**src/rtl/rwc_pkg.sv**
```systemverilog
// ----------------------------------------------------------------------------
// rwc_pkg: shared types and constants of the row weighted centroid unit
// Payload structs, controller command and status groups, datapath widths.
// ----------------------------------------------------------------------------
package rwc_pkg;

  localparam int MAX_WIDTH = 1024;

  localparam int GRAD_W = 16;
  localparam int COL_W  = $clog2(MAX_WIDTH + 1);
  localparam int PROD_W = COL_W + GRAD_W + 1;
  localparam int PACC_W = 27;
  localparam int WACC_W = 38;
  localparam int LOC_W  = 19;
  localparam int MIN_W  = 26;

  // divider operands: numerator is (weighted sum << 8) + den/2, denominator a positive sum
  localparam int DEN_W = PACC_W - 1;
  localparam int NUM_W = WACC_W + 8;
  localparam int CNT_W = $clog2(NUM_W + 1);

  localparam int LOC_MAX_INT   = (1 << LOC_W) - 1;
  localparam int LIMIT_INT     = (MAX_WIDTH * 256 > LOC_MAX_INT) ? LOC_MAX_INT
                                                                 : MAX_WIDTH * 256;
  localparam logic [LOC_W-1:0] LOC_LIMIT = LOC_W'(LIMIT_INT);

  // configuration port
  localparam int APB_ADDR_W = 3;
  localparam int APB_DATA_W = 32;
  localparam logic REG_MIN_WEIGHT_SUM = 1'b0;
  localparam logic [MIN_W-1:0] MIN_SUM_RESET = MIN_W'(1);

  typedef struct packed {
    logic signed [GRAD_W-1:0] gradient;
    logic                     last_in_row;
  } rwc_in_t;

  typedef struct packed {
    logic [LOC_W-1:0] row_location;
    logic             below_threshold;
    logic             clamped;
    logic             too_long;
  } rwc_out_t;

  typedef struct packed {
    logic acc_en;
    logic div_start;
    logic out_load;
    logic acc_clear;
  } rwc_cmd_t;

  typedef struct packed {
    logic skip_div;
    logic div_done;
    logic out_free;
  } rwc_sts_t;

endpackage

```
**src/rtl/rwc_div.sv**
```systemverilog
// ----------------------------------------------------------------------------
// rwc_div: restoring divider
// Unsigned division, one quotient bit per cycle, quotient left in num_q.
// ----------------------------------------------------------------------------
module rwc_div import rwc_pkg::*; (
  input  logic             clk_i,
  input  logic             rst_ni,
  input  logic             start_i,
  input  logic [NUM_W-1:0] num_i,
  input  logic [DEN_W-1:0] den_i,
  output logic             busy_o,
  output logic             done_o,
  output logic [NUM_W-1:0] quot_o
);

  logic [NUM_W-1:0] num_q, num_d;
  logic [DEN_W-1:0] den_q, den_d;
  logic [DEN_W-1:0] rem_q, rem_d;
  logic [CNT_W-1:0] cnt_q, cnt_d;
  logic             busy_q, busy_d;
  logic             done_q, done_d;
  logic [DEN_W:0]   trial;
  logic             fits;

  assign trial = {rem_q, num_q[NUM_W-1]};
  assign fits  = trial >= {1'b0, den_q};

  always_comb begin
    num_d  = num_q;
    den_d  = den_q;
    rem_d  = rem_q;
    cnt_d  = cnt_q;
    busy_d = busy_q;
    done_d = 1'b0;
    if (start_i) begin
      num_d  = num_i;
      den_d  = den_i;
      rem_d  = '0;
      cnt_d  = CNT_W'(NUM_W);
      busy_d = 1'b1;
    end else if (busy_q) begin
      // shift in the next numerator bit, subtract when it fits
      rem_d = fits ? DEN_W'(trial - {1'b0, den_q}) : trial[DEN_W-1:0];
      num_d = {num_q[NUM_W-2:0], fits};
      cnt_d = cnt_q - CNT_W'(1);
      if (cnt_q == CNT_W'(1)) begin
        busy_d = 1'b0;
        done_d = 1'b1;
      end
    end
  end

  always_ff @(posedge clk_i or negedge rst_ni) begin
    if (!rst_ni) begin
      busy_q <= 1'b0;
      done_q <= 1'b0;
      cnt_q  <= '0;
    end else begin
      busy_q <= busy_d;
      done_q <= done_d;
      cnt_q  <= cnt_d;
    end
  end

  always_ff @(posedge clk_i) begin
    num_q <= num_d;
    den_q <= den_d;
    rem_q <= rem_d;
  end

  assign busy_o = busy_q;
  assign done_o = done_q;
  assign quot_o = num_q;

endmodule

```
**src/rtl/rwc_dp.sv**
```systemverilog
// ----------------------------------------------------------------------------
// rwc_dp: accumulation, threshold test, division and result register
// Column count, plain and weighted sums, quotient saturation, output stage.
// ----------------------------------------------------------------------------
module rwc_dp import rwc_pkg::*; (
  input  logic             clk_i,
  input  logic             rst_ni,
  input  rwc_cmd_t         cmd_i,
  output rwc_sts_t         sts_o,
  input  rwc_in_t          in_data_i,
  input  logic [MIN_W-1:0] min_sum_i,
  output logic             out_valid_o,
  input  logic             out_ready_i,
  output rwc_out_t         out_data_o
);

  logic [COL_W-1:0]         col_q, col_d;
  logic                     ovf_q, ovf_d;
  logic [PACC_W-1:0]        pacc_q, pacc_d;
  logic [WACC_W-1:0]        wacc_q, wacc_d;
  logic signed [PROD_W-1:0] prod_q;
  logic                     prod_vld_q;
  rwc_out_t                 out_q, out_d;
  logic                     out_valid_q;

  logic             below, negative;
  logic [NUM_W-1:0] num;
  logic [DEN_W-1:0] den;
  logic             div_busy, div_done;
  logic [NUM_W-1:0] quot;

  // column and sums
  always_comb begin
    col_d  = col_q;
    ovf_d  = ovf_q;
    pacc_d = pacc_q;
    wacc_d = wacc_q;
    if (prod_vld_q) begin
      wacc_d = wacc_q + {{(WACC_W-PROD_W){prod_q[PROD_W-1]}}, prod_q};
    end
    if (cmd_i.acc_en) begin
      if (col_q < COL_W'(MAX_WIDTH)) begin
        col_d = col_q + COL_W'(1);
      end else begin
        ovf_d = 1'b1;
      end
      pacc_d = pacc_q + {{(PACC_W-GRAD_W){in_data_i.gradient[GRAD_W-1]}},
                         in_data_i.gradient};
    end
    if (cmd_i.acc_clear) begin
      col_d  = '0;
      ovf_d  = 1'b0;
      pacc_d = '0;
      wacc_d = '0;
    end
  end

  always_ff @(posedge clk_i or negedge rst_ni) begin
    if (!rst_ni) begin
      col_q      <= '0;
      ovf_q      <= 1'b0;
      pacc_q     <= '0;
      wacc_q     <= '0;
      prod_vld_q <= 1'b0;
    end else begin
      col_q      <= col_d;
      ovf_q      <= ovf_d;
      pacc_q     <= pacc_d;
      wacc_q     <= wacc_d;
      prod_vld_q <= cmd_i.acc_en;
    end
  end

  // weight by the column the sample lands in; the registered product is added to the sum in the next cycle
  always_ff @(posedge clk_i) begin
    if (cmd_i.acc_en) begin
      prod_q <= $signed({1'b0, col_d}) * in_data_i.gradient;
    end
  end

  // row tests on the finished sums
  assign below    = pacc_q[PACC_W-1] || (pacc_q == '0) ||
                    (pacc_q[DEN_W-1:0] < min_sum_i);
  assign negative = wacc_q[WACC_W-1];
  assign den      = pacc_q[DEN_W-1:0];
  assign num      = {1'b0, wacc_q[WACC_W-2:0], 8'h00} + NUM_W'(den >> 1);

  rwc_div u_div (
    .clk_i  (clk_i),
    .rst_ni (rst_ni),
    .start_i(cmd_i.div_start),
    .num_i  (num),
    .den_i  (den),
    .busy_o (div_busy),
    .done_o (div_done),
    .quot_o (quot)
  );

  always_comb begin
    out_d                 = '0;
    out_d.too_long        = ovf_q;
    if (below) begin
      out_d.below_threshold = 1'b1;
    end else if (negative) begin
      out_d.clamped = 1'b1;
    end else if (quot > NUM_W'(LOC_LIMIT)) begin
      out_d.row_location = LOC_LIMIT;
      out_d.clamped      = 1'b1;
    end else begin
      out_d.row_location = quot[LOC_W-1:0];
    end
  end

  always_ff @(posedge clk_i or negedge rst_ni) begin
    if (!rst_ni) begin
      out_valid_q <= 1'b0;
    end else if (cmd_i.out_load) begin
      out_valid_q <= 1'b1;
    end else if (out_ready_i) begin
      out_valid_q <= 1'b0;
    end
  end

  always_ff @(posedge clk_i) begin
    if (cmd_i.out_load) begin
      out_q <= out_d;
    end
  end

  assign sts_o.skip_div = below || negative;
  assign sts_o.div_done = div_done;
  assign sts_o.out_free = !out_valid_q || out_ready_i;

  assign out_valid_o = out_valid_q;
  assign out_data_o  = out_q;

  a_load_when_free: assert property (@(posedge clk_i) disable iff (!rst_ni)
    cmd_i.out_load |-> (!out_valid_q || out_ready_i))
    else $error("result loaded over a pending one");

  a_no_sample_in_divide: assert property (@(posedge clk_i) disable iff (!rst_ni)
    div_busy |-> !cmd_i.acc_en && !cmd_i.acc_clear)
    else $error("sums changed during division");

  a_flags_exclusive: assert property (@(posedge clk_i) disable iff (!rst_ni)
    out_valid_q |-> !(out_q.below_threshold && out_q.clamped))
    else $error("below threshold and clamped together");

  a_location_in_range: assert property (@(posedge clk_i) disable iff (!rst_ni)
    out_valid_q |-> (out_q.row_location <= LOC_LIMIT))
    else $error("location beyond limit");

endmodule

```
**src/rtl/rwc_ctrl.sv**
```systemverilog
// ----------------------------------------------------------------------------
// rwc_ctrl: row sequencer
// Takes samples, then at row end runs threshold test, division unless skipped, and output.
// ----------------------------------------------------------------------------
module rwc_ctrl import rwc_pkg::*; (
  input  logic     clk_i,
  input  logic     rst_ni,
  input  logic     in_valid_i,
  input  logic     in_last_i,
  output logic     in_ready_o,
  input  rwc_sts_t sts_i,
  output rwc_cmd_t cmd_o
);

  typedef enum logic [2:0] {
    S_ACC,
    S_FLUSH,
    S_CHECK,
    S_DIV,
    S_DONE
  } state_e;

  state_e state_q, state_d;
  logic   accept;

  assign in_ready_o = (state_q == S_ACC);
  assign accept     = in_valid_i && in_ready_o;

  always_comb begin
    state_d = state_q;
    cmd_o   = '0;
    case (state_q)
      S_ACC: begin
        cmd_o.acc_en = accept;
        if (accept && in_last_i) begin
          state_d = S_FLUSH;
        end
      end
      // let the last weighted product reach its sum
      S_FLUSH: state_d = S_CHECK;
      S_CHECK: begin
        if (sts_i.skip_div) begin
          state_d = S_DONE;
        end else begin
          cmd_o.div_start = 1'b1;
          state_d         = S_DIV;
        end
      end
      S_DIV: begin
        if (sts_i.div_done) begin
          state_d = S_DONE;
        end
      end
      S_DONE: begin
        // hold until the output register is free
        if (sts_i.out_free) begin
          cmd_o.out_load  = 1'b1;
          cmd_o.acc_clear = 1'b1;
          state_d         = S_ACC;
        end
      end
      default: state_d = S_ACC;
    endcase
  end

  always_ff @(posedge clk_i or negedge rst_ni) begin
    if (!rst_ni) begin
      state_q <= S_ACC;
    end else begin
      state_q <= state_d;
    end
  end

endmodule

```
**src/rtl/row_weighted_centroid_unit.sv**
```systemverilog
// ----------------------------------------------------------------------------
// row_weighted_centroid_unit: per-row weighted centroid of a gradient stream
// Sums samples and column-weighted samples per row, divides at row end.
//
//   channel   dir  handshake                 payload
//   in        in   in_valid_i / in_ready_o   rwc_in_t  (gradient, last_in_row)
//   out       out  out_valid_o / out_ready_i rwc_out_t (row_location, flags)
//   config    in   APB psel/penable/pready   min_weight_sum at address 0
//
// Samples are taken one per cycle within a row. After the last sample of a
// row the input is held through the flush, check and done states when the
// row is below threshold or has a negative weighted sum, else also while the
// divider runs its 46 steps and raises its done flag. The result sits in an
// output register; a stalled output holds the next row only at its end.
// Reset is asynchronous: sums clear, min_weight_sum reads 1.
// ----------------------------------------------------------------------------
module row_weighted_centroid_unit import rwc_pkg::*; (
  input  logic                  clk_i,
  input  logic                  rst_ni,
  input  logic                  in_valid_i,
  output logic                  in_ready_o,
  input  rwc_in_t               in_data_i,
  output logic                  out_valid_o,
  input  logic                  out_ready_i,
  output rwc_out_t              out_data_o,
  input  logic                  psel,
  input  logic                  penable,
  input  logic                  pwrite,
  input  logic [APB_ADDR_W-1:0] paddr,
  input  logic [APB_DATA_W-1:0] pwdata,
  output logic [APB_DATA_W-1:0] prdata,
  output logic                  pready
);

  rwc_cmd_t         cmd;
  rwc_sts_t         sts;
  logic [MIN_W-1:0] min_sum_q;
  logic             reg_hit;

  assign pready  = 1'b1;
  assign reg_hit = (paddr[2] == REG_MIN_WEIGHT_SUM);

  always_ff @(posedge clk_i or negedge rst_ni) begin
    if (!rst_ni) begin
      min_sum_q <= MIN_SUM_RESET;
    end else if (psel && penable && pwrite && pready && reg_hit) begin
      min_sum_q <= pwdata[MIN_W-1:0];
    end
  end

  assign prdata = reg_hit ? APB_DATA_W'(min_sum_q) : '0;

  rwc_ctrl u_ctrl (
    .clk_i     (clk_i),
    .rst_ni    (rst_ni),
    .in_valid_i(in_valid_i),
    .in_last_i (in_data_i.last_in_row),
    .in_ready_o(in_ready_o),
    .sts_i     (sts),
    .cmd_o     (cmd)
  );

  rwc_dp u_dp (
    .clk_i      (clk_i),
    .rst_ni     (rst_ni),
    .cmd_i      (cmd),
    .sts_o      (sts),
    .in_data_i  (in_data_i),
    .min_sum_i  (min_sum_q),
    .out_valid_o(out_valid_o),
    .out_ready_i(out_ready_i),
    .out_data_o (out_data_o)
  );

endmodule

```
**config.mk**
```make
export PLATFORM = sky130hd
export DESIGN_NAME = row_weighted_centroid_unit
export DESIGN_NICKNAME = d
export VERILOG_FILES = /design/src/rtl/rwc_pkg.sv /design/src/rtl/rwc_div.sv /design/src/rtl/rwc_dp.sv /design/src/rtl/rwc_ctrl.sv /design/src/rtl/row_weighted_centroid_unit.sv
export SDC_FILE = /design/constraint.sdc
export NUM_CORES = 1
export LEC_CHECK = 0
export ABC_AREA = 1
export BUFFER_PORTS_ARGS = -buffer_cell sky130_fd_sc_hd__buf_2
export CELL_PAD_IN_SITES_DETAIL_PLACEMENT = 0
export CELL_PAD_IN_SITES_GLOBAL_PLACEMENT = 1
export CORE_ASPECT_RATIO = 0.9
export CORE_MARGIN = 1.5
export CORE_UTILIZATION = 40
export CTS_CLUSTER_SIZE = 40
export DETAILED_ROUTE_END_ITERATION = 16
export PLACE_DENSITY = 0.83
export SETUP_SLACK_MARGIN = 0.15
export SLEW_MARGIN = 20
export SYNTH_ARGS = -nofsm -noshare
export SYNTH_HDL_FRONTEND = slang
export SYNTH_SLANG_ARGS = --single-unit
```
**constraint.sdc**
```tcl
create_clock -name clk_i -period 6.3 [get_ports clk_i]
set_clock_uncertainty 0.05 [all_clocks]
set_input_delay 0.63 -clock clk_i [delete_from_list [all_inputs] [get_ports clk_i]]
set_output_delay 0.63 -clock clk_i [all_outputs]
set_load 0.02 [all_outputs]
```
==> Yosys cells after proc, flatten, opt, wreduce, memory -nomap -nowiden <==
Index checks and enable logic that the tools add are counted.
{ "totals": {"ff_bits": 264, "in_bits": 59, "elab_cells": 99} }
{ "op_classes": {"add_sub_neg": 6, "mul": 1, "order_cmp": 4, "eq_ne": 9, "n_mux": 38, "bitwise_logic": 1, "n_reduce_logical": 20} }
{ "ops": {"columns": ["op", "n"], "rows": [
  ["two-way mux 46 bit", 2],
  ["two-way mux 38 bit", 2],
  ["two-way mux 27 bit", 2],
  ["two-way mux 26 bit", 2],
  ["adder 45 x 25 -> 46 bit", 1],
  ["> comparator 46 x 19 -> 1 bit, second input constant", 1],
  ["adder 38 bit", 1],
  ["two-way mux 11 bit", 3],
  ["multiplier 12 x 16 -> 28 bit", 1],
  ["adder 27 bit", 1],
  [">= comparator 27 x 26 -> 1 bit", 1],
  ["zero test 27 bit", 1],
  ["< comparator 26 bit", 1],
  ["subtractor 26 bit", 1],
  ["two-way mux 19 bit", 1],
  ["two-way mux 1 bit", 17],
  ["case mux 3 bit (5 select lines)", 1],
  ["two-way mux 3 bit", 4],
  ["two-way mux 6 bit", 2],
  ["adder 11 x 1 -> 11 bit, second input constant", 1],
  ["< comparator 11 bit, second input constant", 1],
  ["!= test 2 bit, second input constant", 4],
  ["nonzero test 2 bit", 4],
  ["equality test 3 x 2 -> 1 bit, second input constant", 2],
  ["other kinds (14)", 22]
]} }

==> Logic depth before layout (Yosys ltp) <==
Gate-level depths: netlist (run 1).
{ "depth": {"word_depth": 7, "mapped_depth": 34, "depth_no_buf": 33} }

==> By module <==
Synthesis (run 1) repeated with hierarchy kept, for this count alone.
{ "unflattened": {"hier_cells": 3746, "area_unflattened_um2": 26455.4} }
{ "by_module_without_submodules": {"columns": ["module", "n_inst", "cells_each", "area_each_um2"], "rows": [
  ["rwc_dp", 1, 2650, 18402.6],
  ["rwc_div", 1, 886, 6495.0],
  ["row_weighted_centroid_unit", 1, 179, 1343.8],
  ["rwc_ctrl", 1, 31, 214.0]
]} }

==> Worst setup path after synthesis (run 1) <==
OpenSTA, ideal clock, no wires.
{ "synth_timing": {"path_type": "input to register", "start": "input port out_ready_i", "end": "register u_dp.prod_q[27], data pin", "setup_ns": 0.252, "arrival_ns": 5.797, "t_required_ns": 5.998, "slack_ns": 0.201, "path_stages": 25, "path_buffers": 1, "cell_sequence": "nor2_1 inv_1 nand2_1 inv_1 nor3_2 buf_4 nand2_1 fa_1 fa_1 fa_1 inv_1 fa_1 inv_1 fa_1 inv_1 ha_1 nand2_1 o21ai_0 nand2_1 nand3_1 a21oi_1 o21ai_0 inv_1 nand2_1 nand2_1"} }
{ "synth_lines": {"columns": ["item", "line", "source"], "rows": [
  ["start, declared", "row_weighted_centroid_unit.sv:24", "input logic out_ready_i,"],
  ["end signal, assigned", "rwc_dp.sv:77", "prod_q <= $signed({1'b0, col_d}) * in_data_i.gradient;"],
  ["end, declared", "rwc_dp.sv:21", "logic signed [PROD_W-1:0] prod_q;"]
]} }

==> Worst setup path in the final report (run 1) <==
{ "layout_timing": {"start": "register u_ctrl.state_q[0]", "end": "register u_dp.prod_q[22], data pin"} }
{ "layout_between": {"elab_chain_cells": 6, "elab_cells_between_ends": 8, "cone_classes": "mul: 1; eq/ne: 1; mux: 4; reduce/logical: 2"} }
{ "layout_lines": {"columns": ["item", "line", "source"], "rows": [
  ["start, declared", "rwc_ctrl.sv:23", "state_e state_q, state_d;"],
  ["start signal, assigned", "rwc_ctrl.sv:70", "state_q <= state_d;"],
  ["zero test 3 bit", "rwc_ctrl.sv:26, rwc_ctrl.sv:32", null],
  ["logical AND 1 bit", "rwc_ctrl.sv:27", "assign accept = in_valid_i && in_ready_o;"],
  ["two-way mux 1 bit", "rwc_ctrl.sv:32", "case (state_q)"],
  ["two-way mux 11 bit", "rwc_dp.sv:41", "if (cmd_i.acc_en) begin"],
  ["two-way mux 11 bit (*)", "rwc_dp.sv:50", "if (cmd_i.acc_clear) begin"],
  ["multiplier 12 x 16 -> 28 bit (*)", "rwc_dp.sv:77", null]
]} }
Mark *: on every way between the ends. The rest lies on a longest branch, timed or not.
A chain may end at the register's enable or synchronous reset.

==> impl_results.md, run 1 <==
* Worst skew pair latency at about 0.56 ns
* Row Count at 88
* Most frequent CP cell: fa_1
* Ys Warns at 0
* Slowest stage cell, crit path: fa_1
* Top cell type's share of synthesized area at 0.1496
* Maximum clock path buffer count at 3
* Netlist Area Pre-Place at 26140 um2
* Vias in the first global route at 22551
* 1st-iter DRT viols at 1754
* Nets at about 4300
* Area delta synth->final at 15.62%
* Multiplexer share of the synthesized area at 0
* Ys async rst share at 0.4394
* Largest family of logic cells by synthesized area: simple AND/OR/NAND/NOR gates
* Post-DR vias/cell at between 5 and 6
* Fraction of layout cells with a size suffix above 1 at 0.1201
* Routed Antenna Nets at 0
* Worst-margin pin slew at 0.9758 ns
* Total number of vias at roughly 24000
* Post-Route M1 WL at 37280 um
* Dominant cells by area after synthesis: nand2_1 (15%), edfxtp_1 (14%), fa_1 (13%)
* Design Power at 14.77 mW
* Clock root buffer: clkbuf_16
* Worst VDD drop at 0.2927 mV
* Register bit total from synthesis at 264
* Status: finished, final reports clean
* Crit path required time at 6.55 ns
* Max Used Layer: met4
* XOR/XNOR share of the synthesized area at 0.02010
* Die Span X at 272.5 um
* Min-delay src: pwdata[0]
* Router iterations before antenna repair at 5
* Critical R2R Launch: u_ctrl.state_q[0]
* CTS Buf Count at 34
* Fmax at between 150 and 200 MHz
* FF-to-FF path depth at 31
* Wire length per cell at 16.69 um
* GPL Wtd Cong at 0.9643
* Dpl hpwl at 63000 um
* Min Clock Period, post-route at 6.077 ns
* Post-synth top cells: nand2_1 (1042), inv_1 (671), nor2_1 (353)
* CP endpoint kind: register
* Leakage power at 15.63 nW
* Core Box Area at about 64000 um2
* IO Count at between 100 and 150
* Largest net degree at the start of global routing at 109
* CTS sink cnt at roughly 260
* Met3 wire length at 4526 um
* Gate Count Post-Synth at 3668
* CP Launch Type: register
* Crit path kind: register to register
* Initial antenna violation count at 0
* Critical Path AT at 6.33 ns
* Adder and majority gate portion of the synthesized area at 0.2202
* Number of enable flip-flop cells after synthesis at 122
* I/O Buffers at 100
* Critical path origin: u_ctrl.state_q[0]
* PD cells at 488.8 nW/um2
* Reg2reg end: u_dp.prod_q[22]
* RSZ-0062 raised after global routing: yes
* Slew HR at 0.3495
* Worst Hold Depth at 3
* Total GRT Usage at 0.2341
* Worst Hold End: min_sum_q[0]
* Simple-gate share of the synthesized area at 0.2915
* Starting density of the core at 0.4058
* Filler cells at 6569
* Post-route cell area at 30220 um2
* Placed cell area at 28180 um2
* Max FO, Critical Path at 8
* Area leader, netlist: nand2_1
* Met2 WL post-DR at 35310 um
* Pins Over Slew Limit at 0
* Avg Synthesized Cell Area at 7.126 um2
* Ys flop type: edfxtp_1
* Compound-cell area share of the yosys netlist at 0.08358
* HP Class: input port to register
* GR Overflow Total at 0
* Ant. Diodes at 0
* Clk pin slew, worst setup/hold paths at 0.06 ns
* Post-synth cell types at 59
* CTS tree: built
* Die height at between 200 and 250 um
* First-pass GRT wire length at 123500 um
* Final Hold Fails at 0
* Residual DRC at 0
* Die ar. at 66890 um2
* Sequential share of the synthesized area at 0.2712
* Final worst-path cycle share at 0.9646
* Max_cap viols at 0
* H-tree level count at 2
* Most frequent cell after synthesis: nand2_1
* Biggest cell delay along the critical path at 0.55 ns
* Final wirelength at between 70000 and 80000 um
* Flop2flop setup slack at 0.22 ns
* # setup viols final at 0
[per-stage QoR]
| step | hold slack [ns] | std cells | setup slack, ns | TNS, ns | utilization |
|---|---|---|---|---|---|
| 2_1_floorplan | 0.2844 | 3673 | 0.2007 | 0 | - |
| 3_3_place_gp | 0.3928 | 4655 | -0.3074 | -1.779 | 0.4375 |
| 3_5_place_dp | 0.3886 | 4655 | -0.2692 | -2.109 | 0.4375 |
| 4_1_cts | 0.2386 | 4721 | 0.1380 | 0 | 0.4578 |
| 5_1_grt | 0.2629 | 4734 | 0.01770 | 0 | 0.4692 |
| 6_report | 0.2679 | 4734 | 0.2229 | 0 | 0.4692 |
[cell type report]
class                   instances  area [um2]  share of cell area
multi-input cells            2650       16850              0.5576
inverters                     681        2575             0.08520
clock buffers                  42       910.9             0.03014
repair buffers                224        1529             0.05059
clock inverters                18       197.7            0.006541
flip-flops and latches        264        7088              0.2345
well taps                     855        1070             0.03540
[placed cells by master, fill, tap and decap left out, drive strengths merged, types with 4 or more instances in the layout]
| master | instances |
|---|---|
| o21bai | 16 |
| nand2 | 1045 |
| a21o | 4 |
| xor2 | 29 |
| o22ai | 8 |
| nor3 | 44 |
| o21a | 5 |
| nor2 | 369 |
| a21oi | 200 |
| xnor2 | 31 |
| fa | 165 |
| nand3b | 14 |
| or2 | 10 |
| nand3 | 229 |
| clkinv | 15 |
| conb | 7 |
| edfxtp | 122 |
| nor4 | 18 |
| buf | 223 |
| inv | 679 |
| clkbuf | 42 |
| dfxtp | 26 |
| o21ai | 160 |
| nand4 | 76 |
| ha | 196 |
| dfrtp | 115 |
[what timing repair did]
action	CTS	global route
setup endpoints to repair	8	18
pin swaps	11	107
hold buffers	1	0
cloned	0	0
hold endpoints to repair	8	0
setup buffers	5	13
gates resized for setup	31	155
[routing by layer]
metal,GRT usage,vias to the layer above
li1,-,11998
met1,0.3397,11256
met2,0.3677,597
met3,0.02744,111
met4,0.06291,0
met5,0,-
[critical path, delay by kind of cell (launching register included)]
family | cells | cell delay, ns
fa+ha+maj | 6 | 2.84
simple gates | 13 | 1.25
buf+inv | 10 | 0.98
flops | 1 | 0.40
compound gates | 1 | 0.16
xor+xnor | 1 | 0.13
[where the power goes]
part           total, mW  switching (mW)  internal (mW)
combinational       9.62            5.93           3.69
sequential          3.19           0.648           2.55
clock               1.96           0.801           1.16
total               14.8            7.38           7.40
[sequential cells by signal, indices dropped and copies added, names as in the netlist, 3 cells and up]
| name | count |
|---|---|
| min_sum_q | 26 |
| u_ctrl.state_q | 3 |
| u_dp.col_q | 11 |
| u_dp.out_data_o | 22 |
| u_dp.pacc_q | 27 |
| u_dp.prod_q | 28 |
| u_dp.u_div.cnt_q | 6 |
| u_dp.u_div.den_q | 26 |
| u_dp.u_div.quot_o | 46 |
| u_dp.u_div.rem_q | 26 |
| u_dp.wacc_q | 38 |
[kinds of logic after synthesis]
group | Yosys count
buf+inv | 759
xor+xnor | 60
compound gates | 408
flops | 264
other cells | 2
fa+ha+maj | 361
simple gates | 1814
[worst max path at each step]
stage,depth (start not counted),to
3_3_place_gp,21,u_dp.prod_q[23]
3_5_place_dp,23,u_dp.prod_q[23]
2_1_floorplan,25,u_dp.prod_q[27]
5_1_grt,29,u_dp.prod_q[24]
6_report,31,u_dp.prod_q[22]
4_1_cts,29,u_dp.prod_q[18]
No activity file was read; power rests on OpenSTA's default activity.
==> run 2, diff against run 1 <==
--- a/config.mk
+++ b/config.mk
@@ -5,16 +5,14 @@
 export SDC_FILE = /design/constraint.sdc
 export NUM_CORES = 1
 export LEC_CHECK = 0
-export ABC_AREA = 1
 export BUFFER_PORTS_ARGS = -buffer_cell sky130_fd_sc_hd__buf_2
 export CELL_PAD_IN_SITES_DETAIL_PLACEMENT = 0
 export CELL_PAD_IN_SITES_GLOBAL_PLACEMENT = 1
 export CORE_ASPECT_RATIO = 0.9
-export CORE_MARGIN = 1.5
 export CORE_UTILIZATION = 40
 export CTS_CLUSTER_SIZE = 40
 export DETAILED_ROUTE_END_ITERATION = 16
-export PLACE_DENSITY = 0.83
+export PLACE_DENSITY = 0.79
 export SETUP_SLACK_MARGIN = 0.15
 export SLEW_MARGIN = 20
 export SYNTH_ARGS = -nofsm -noshare
==> run 2 against run 1 <==
Net effect: the run now ends with negative setup slack left; sequential share of layout area rose by 2.8 points; global-route usage decreased by 2.8 points; sequential power is 14% higher.
==> impl_results.md, run 2 <==
* Final Non-Filler Cells at 3463
* Placed cell area at between 20000 and 30000 um2
* # setup viols final at 6
* Initial antenna violation count at 1
* Final wirelength at 60730 um
* Number of enable flip-flop cells after synthesis at 122
* NetSw at 7.158 mW
* I/O Buffers at 100
* Most frequent CP cell: fa_1
* Filler cells at 5394
* Netlist Area Pre-Place at ~23000 um2
* Dominant cells by area after synthesis: edfxtp_1 (16%), fa_1 (14%), dfrtp_1 (12%)
* Buf/Inv on CP at 7
* Ant. Diodes at 0
* Design Power at between 15 and 20 mW
* Max_cap viols at 0
* Commonest cells after routing, fill and taps aside: inv_1 (313), nand2_1 (268), ha_1 (180)
* First-pass GRT wire length at 97810 um
* Worst VDD drop at 0.2724 mV
* Flop pwr share at 0.235
* Final Hold Fails at 0
* Avg Synthesized Cell Area at between 9 and 10 um2
* Crit path kind: register to register
* Register bit total from synthesis at 264
* Dpl hpwl at 45490 um
* Area leader, netlist: edfxtp_1
* 1st-iter DRT viols at roughly 1200
* CTS tree: built
* Max reg flops at 46
* Die ar. at about 59000 um2
* CTS Hold Bufs at 0
* Slowest stage cell, crit path: fa_1
* Core Box Area at 57330 um2
* Total number of vias at 18293
* Fmax at 157.1 MHz
* Max FO, Critical Path at 9
* CP Launch Type: register
* Largest net degree at the start of global routing at 75
* Worst setup margin at -0.06460 ns
* Wire length per cell at ~18 um
* Leakage power at 12.67 nW
* Starting density of the core at 0.4061
* Clk pin slew, worst setup/hold paths at 0.06 ns
* Ys async rst share at 0.4394
* Internal power at roughly 8.4 mW
* Most common cell after layout, fill and taps aside: inv_1
* HP Class: input port to async pin
* Top cell type's share of synthesized area at 0.1574
* Die height at 230.9 um
* IO Count at 116
* Fraction of layout cells with a size suffix above 1 at 0.1660
* Die Span X at approximately 260 um
* Worst-margin pin slew at 1.054 ns
* Post-synth top cells: inv_1 (323), nand2_1 (289), ha_1 (196)
* CTS sink cnt at 264
* Nets at between 3000 and 4000
* PD cells at 575.3 nW/um2
* Ys Warns at 0
* Maximum clock path buffer count at 3
* H-tree level count at 1
* Switching Fraction at 0.4611
* Worst skew pair latency at 0.58 ns
* Status: complete, but fails checks
* RSZ-0062 raised after global routing: yes
* Most frequent cell after synthesis: inv_1
* Post-route cell area at 26980 um2
* Vias in the first global route at roughly 18000
* Gate Count Post-Synth at 2497
* Post-DR vias/cell at 5.282
* Clock root buffer: clkbuf_16
* Critical Path AT at 6.62 ns
* CTS Buf Count at 29
* Area delta synth->final at 15.91%
* Clk pwr share at 0.110
* Logic gate share of total power at 0.655
* GPL Wtd Cong at approximately 0.9
* Ys flop type: edfxtp_1
* Cell family with most CP delay: adder cells
* Placed Cells at between 3000 and 4000
* Final worst-path cycle share at 1.010
* Slew HR at 0.2971
* CP endpoint kind: register
* Sequential share of the synthesized area at 0.3045
* Routed Antenna Nets at 0
* Biggest cell delay along the critical path at 0.52 ns
* Violated checks: negative setup slack
* Post-synth cell types at just under 100
* Crit path required time at about 6.6 ns
* Row Count at 83
* Min Clock Period, post-route at ~6.4 ns
* Residual DRC at 0
* Total GRT Usage at 0.2057
* Pins Over Slew Limit at 0
* GR Overflow Total at 0
* Router iterations before antenna repair at 5
## run 2: changes by cell type in the layout (fill, tap and decap cells not counted), moves of 52 or more
| cell | before | now |
|---|---|---|
| nand4_1 | 74 | 22 |
| a21o_1 | 4 | 62 |
| nand3_1 | 215 | 31 |
| nor2_1 | 339 | 156 |
| inv_1 | 649 | 313 |
| and2_1 | 3 | 88 |
| a21oi_1 | 179 | 105 |
| nand2_1 | 1015 | 268 |
## run 2: power groups by stage
stage / combinational [mW] / clock, mW / sequential [mW]
after floorplan: 7.18 / 0 / 3.24
after global placement: 9.36 / 0 / 3.64
after detailed placement: 9.56 / 0 / 3.66
after CTS: 9.98 / 1.75 / 3.63
after global routing: 11.4 / 1.81 / 3.73
final: 10.2 / 1.71 / 3.65
## run 2: worst register-to-register path, cell delays in order (launching register included)
cell and delay [ns]:
dfrtp_1 0.40, nor3_4 0.25, nand2_4 0.11, nor2_4 0.14, buf_4 0.15, nand4_1 0.11
xor2_1 0.17, nor2_1 0.19, buf_6 0.19, nand2_1 0.09, fa_1 0.49, inv_1 0.05
fa_1 0.47, fa_1 0.52, fa_1 0.52, inv_1 0.06, fa_1 0.49, inv_2 0.05
ha_4 0.26, and2_4 0.16, nand2_4 0.07, nor4_4 0.19, nor3_4 0.07, o31a_1 0.26
o21a_1 0.20, buf_4 0.15, buf_6 0.12, xnor2_4 0.13
## run 2: path summary, 6_finish.rpt
path | cells past startpoint | to | slack [ns] | startpoint
setup / recovery | 27 | u_dp.prod_q[23] | -0.06 | u_ctrl.state_q[0]
hold / removal | 1 | u_dp.wacc_q[30] | 0.02 | rst_ni
setup reg to reg | 27 | u_dp.prod_q[23] | -0.06 | u_ctrl.state_q[0]
hold reg to reg | 2 | u_dp.u_div.rem_q[25] | 0.45 | u_dp.u_div.rem_q[24]
max in group asynchronous | 2 | u_dp.prod_vld_q | 4.71 | rst_ni
min in group clk_i | 2 | min_sum_q[18] | 0.24 | pwdata[18]
## run 2: area by class of cell
cell class	instances	area, um2	area share
Multi-Input combinational cell	1819	15100	0.5596
Sequential cell	264	7091	0.2628
Timing Repair Buffer	236	1685	0.06246
Inverter	325	1224	0.04535
Tap cell	765	957.2	0.03547
Clock buffer	42	784.5	0.02907
Clock inverter	12	142.6	0.005286
## run 2: timing repair
item,CTS,global route
setup endpoints to repair,13,15
pin swaps,39,20
cloned,3,0
gates resized for setup,56,28
endpoints found under the hold margin,0,0
buffers inserted,16,6
## run 2: logic make-up (layout without fill, tap and decap cells)
family / after synthesis / in the layout / share of synthesized area
simple gates: 778 / 778 / 0.1600
mux: 63 / 63 / 0.02870
other cells: 2 / 7 / 0.0003226
fa+ha+maj: 361 / 361 / 0.2472
buf+inv: 419 / 615 / 0.07142
xor+xnor: 136 / 136 / 0.05116
flops: 264 / 264 / 0.3045
compound gates: 474 / 474 / 0.1367
## run 2: routing by layer
layer | GRT usage | share of wire | up-vias
met3 | 0.02185 | 0.053 | 82
li1 | - | - | 8777
met4 | 0.03948 | 0.017 | 0
met5 | 0 | 0 | -
met1 | 0.2968 | 0.47 | 8992
met2 | 0.3342 | 0.46 | 442
## run 2: per-stage QoR
| step | hold WS [ns] | setup TNS (ns) | utilization | setup WS [ns] |
|---|---|---|---|---|
| 2_1_floorplan | 0.2844 | 0 | - | 0.005906 |
| 3_3_place_gp | 0.4335 | -1.162 | 0.4435 | -0.1532 |
| 3_5_place_dp | 0.4443 | -1.940 | 0.4435 | -0.2789 |
| 4_1_cts | 0.03693 | -0.01443 | 0.4675 | -0.01053 |
| 5_1_grt | 0.07283 | -2.112 | 0.4707 | -0.3429 |
| 6_report | 0.02456 | -0.2229 | 0.4707 | -0.06460 |
==> run 3, diff against run 2 <==
==> constraint.sdc (replaced) <==
create_clock -name clk_i -period 6.3 [get_ports clk_i]
set_clock_uncertainty 0.05 [all_clocks]
set_input_delay 0.315 -clock clk_i [delete_from_list [all_inputs] [get_ports clk_i]]
set_output_delay 0.315 -clock clk_i [all_outputs]
set_load 0.02 [all_outputs]
==> run 3 against run 2 <==
Net effect: the run still ends with negative setup slack left; critical path type unchanged; setup slack better by 0.032 ns; critical endpoint is now u_dp.prod_q[27]; final cell count up 0.40%; sequential power about the same; die area unchanged; via count about the same; sequential share of layout area about the same.
==> impl_results.md, run 3 (synthesis results as in run 2) <==
* Status: complete, but fails checks
* Violated checks: negative setup slack
* Biggest cell delay along the critical path at 0.52 ns
* Final Non-Filler Cells at 3477
* Most common cell after layout, fill and taps aside: inv_1
* Vias in the first global route at around 18000
* Max_cap viols at 0
* Final worst-path cycle share at 1.005
* Critical Path AT at 6.60 ns
* Worst VDD drop at 0.3052 mV
* Clock root buffer: clkbuf_16
* Nets at between 3000 and 4000
* Row Count at 83
* H-tree level count at 1
* Final Hold Fails at 0
* Final wirelength at between 60000 and 70000 um
* HP Class: input port to register
* Largest net degree at the start of global routing at 73
* Fraction of layout cells with a size suffix above 1 at 0.1564
* Die Span X at around 260 um
* Post-route cell area at 26990 um2
* Crit path required time at 6.57 ns
* Total GRT Usage at 0.2044
* Placed Cells at between 3000 and 4000
* Buf/Inv on CP at 4
* # setup viols final at 1
* CTS sink cnt at 264
* Core Util, Final at 0.4708
* GPL Wtd Cong at between 0.8 and 0.9
* Initial antenna violation count at 2
* Wire length per cell at 17.42 um
* Area delta synth->final at 15.92%
* Most frequent CP cell: fa_1
* Min Clock Period, post-route at 6.332 ns
* IO Count at 116
* Filler cells at 5406
* Router iterations before antenna repair at 5
* PD cells at 565.2 nW/um2
* Total number of vias at 18294
* CP endpoint kind: register
* Leakage power at ~13 nW
* Area of the multi-input gates at between 10000 and 15000 um2
* Worst setup margin at -0.03232 ns
* CTS tree: built
* Pins Over Slew Limit at 0
* 1st-iter DRT viols at around 1200
* I/O Buffers at 100
* Routed Antenna Nets at 0
* Fmax at 157.9 MHz
* Residual DRC at 0
* CP Launch Type: register
* GR Overflow Total at 0
* RSZ-0062 raised after global routing: yes
* Post-DR vias/cell at 5.261
* Maximum clock path buffer count at 3
* Worst-margin pin slew at approximately 1.0 ns
* Dpl hpwl at 45530 um
* Placed cell area at 25330 um2
* Max reg flops at 46
* Slew HR at 0.3005
* Core Box Area at around 57000 um2
* Max FO, Critical Path at 6
* Clk pin slew, worst setup/hold paths at roughly 0.060 ns
* Starting density of the core at 0.4061
* CTS Buf Count at 29
* Cell family with most CP delay: adder cells
* Die ar. at roughly 60000 um2
* Slowest stage cell, crit path: fa_1
* Worst skew pair latency at 0.59 ns
* Commonest cells after routing, fill and taps aside: inv_1 (313), nand2_1 (273), ha_1 (181)
* First-pass GRT wire length at 97210 um
* Register area at 7091 um2
* Crit path kind: register to register
* Die height at 230.9 um
run 3: path summary, 6_finish.rpt:
check,start,to,slack [ns],depth (start not counted)
worst min register to register,u_dp.u_div.rem_q[1],u_dp.u_div.rem_q[1],0.45,2
worst min-delay path,out_ready_i,u_dp.out_valid_o,0.03,3
min in group asynchronous,rst_ni,u_dp.wacc_q[30],0.24,2
max in group asynchronous,rst_ni,u_dp.prod_vld_q,4.50,3
worst max register to register,u_ctrl.state_q[0],u_dp.prod_q[27],-0.03,27
worst max-delay path,u_ctrl.state_q[0],u_dp.prod_q[27],-0.03,27
run 3: final cells by class:
class / instances / area share
flip-flops and latches: 264 / 0.2627
clock inverters: 15 / 0.005424
inverters: 325 / 0.04534
multi-input cells: 1819 / 0.5550
repair buffers: 249 / 0.06658
diodes: 1 / 0.00009273
well taps: 765 / 0.03547
clock buffers: 39 / 0.02939
run 3: per-stage QoR:
stage | worst slack (ns) | hold slack, ns | total power [mW] | setup TNS [ns]
finish | -0.03232 | 0.02981 | 15.25 | -0.03232
global route | -0.2999 | 0.01655 | 16.66 | -2.028
CTS | -0.01307 | 0.008082 | 15.15 | -0.01307
detailed placement | -0.1231 | 0.3324 | 13.14 | -0.4339
global placement | -0.03583 | 0.3306 | 12.90 | -0.08704
floorplan | 0.005906 | -0.03059 | 10.41 | 0
run 3: what timing repair did:
| item | in CTS | in global routing |
|---|---|---|
| hold buffers | 27 | 0 |
| pin swaps | 38 | 8 |
| buffers inserted | 18 | 4 |
| endpoints found under the setup margin | 11 | 14 |
| resized for setup | 38 | 23 |
| endpoints found under the hold margin | 70 | 0 |
run 3: layer usage:
layer	GRT usage	up-vias	wire length, um
met4	0.04397	0	1054
met1	0.2933	8951	28910
met2	0.3277	457	27300
met5	0	-	0
met3	0.02756	82	3322
li1	-	8804	-
run 3: tightest hold or removal path: stages:
cell and delay [ns]:
buf_2 0.07, nand2b_1 0.17, nand2_1 0.07
run 3: where the power goes:
| part | total [mW] | internal [mW] | switching [mW] |
|---|---|---|---|
| sequential | 3.68 | 2.78 | 0.897 |
| clock | 1.70 | 0.970 | 0.729 |
| combinational | 9.88 | 4.42 | 5.46 |
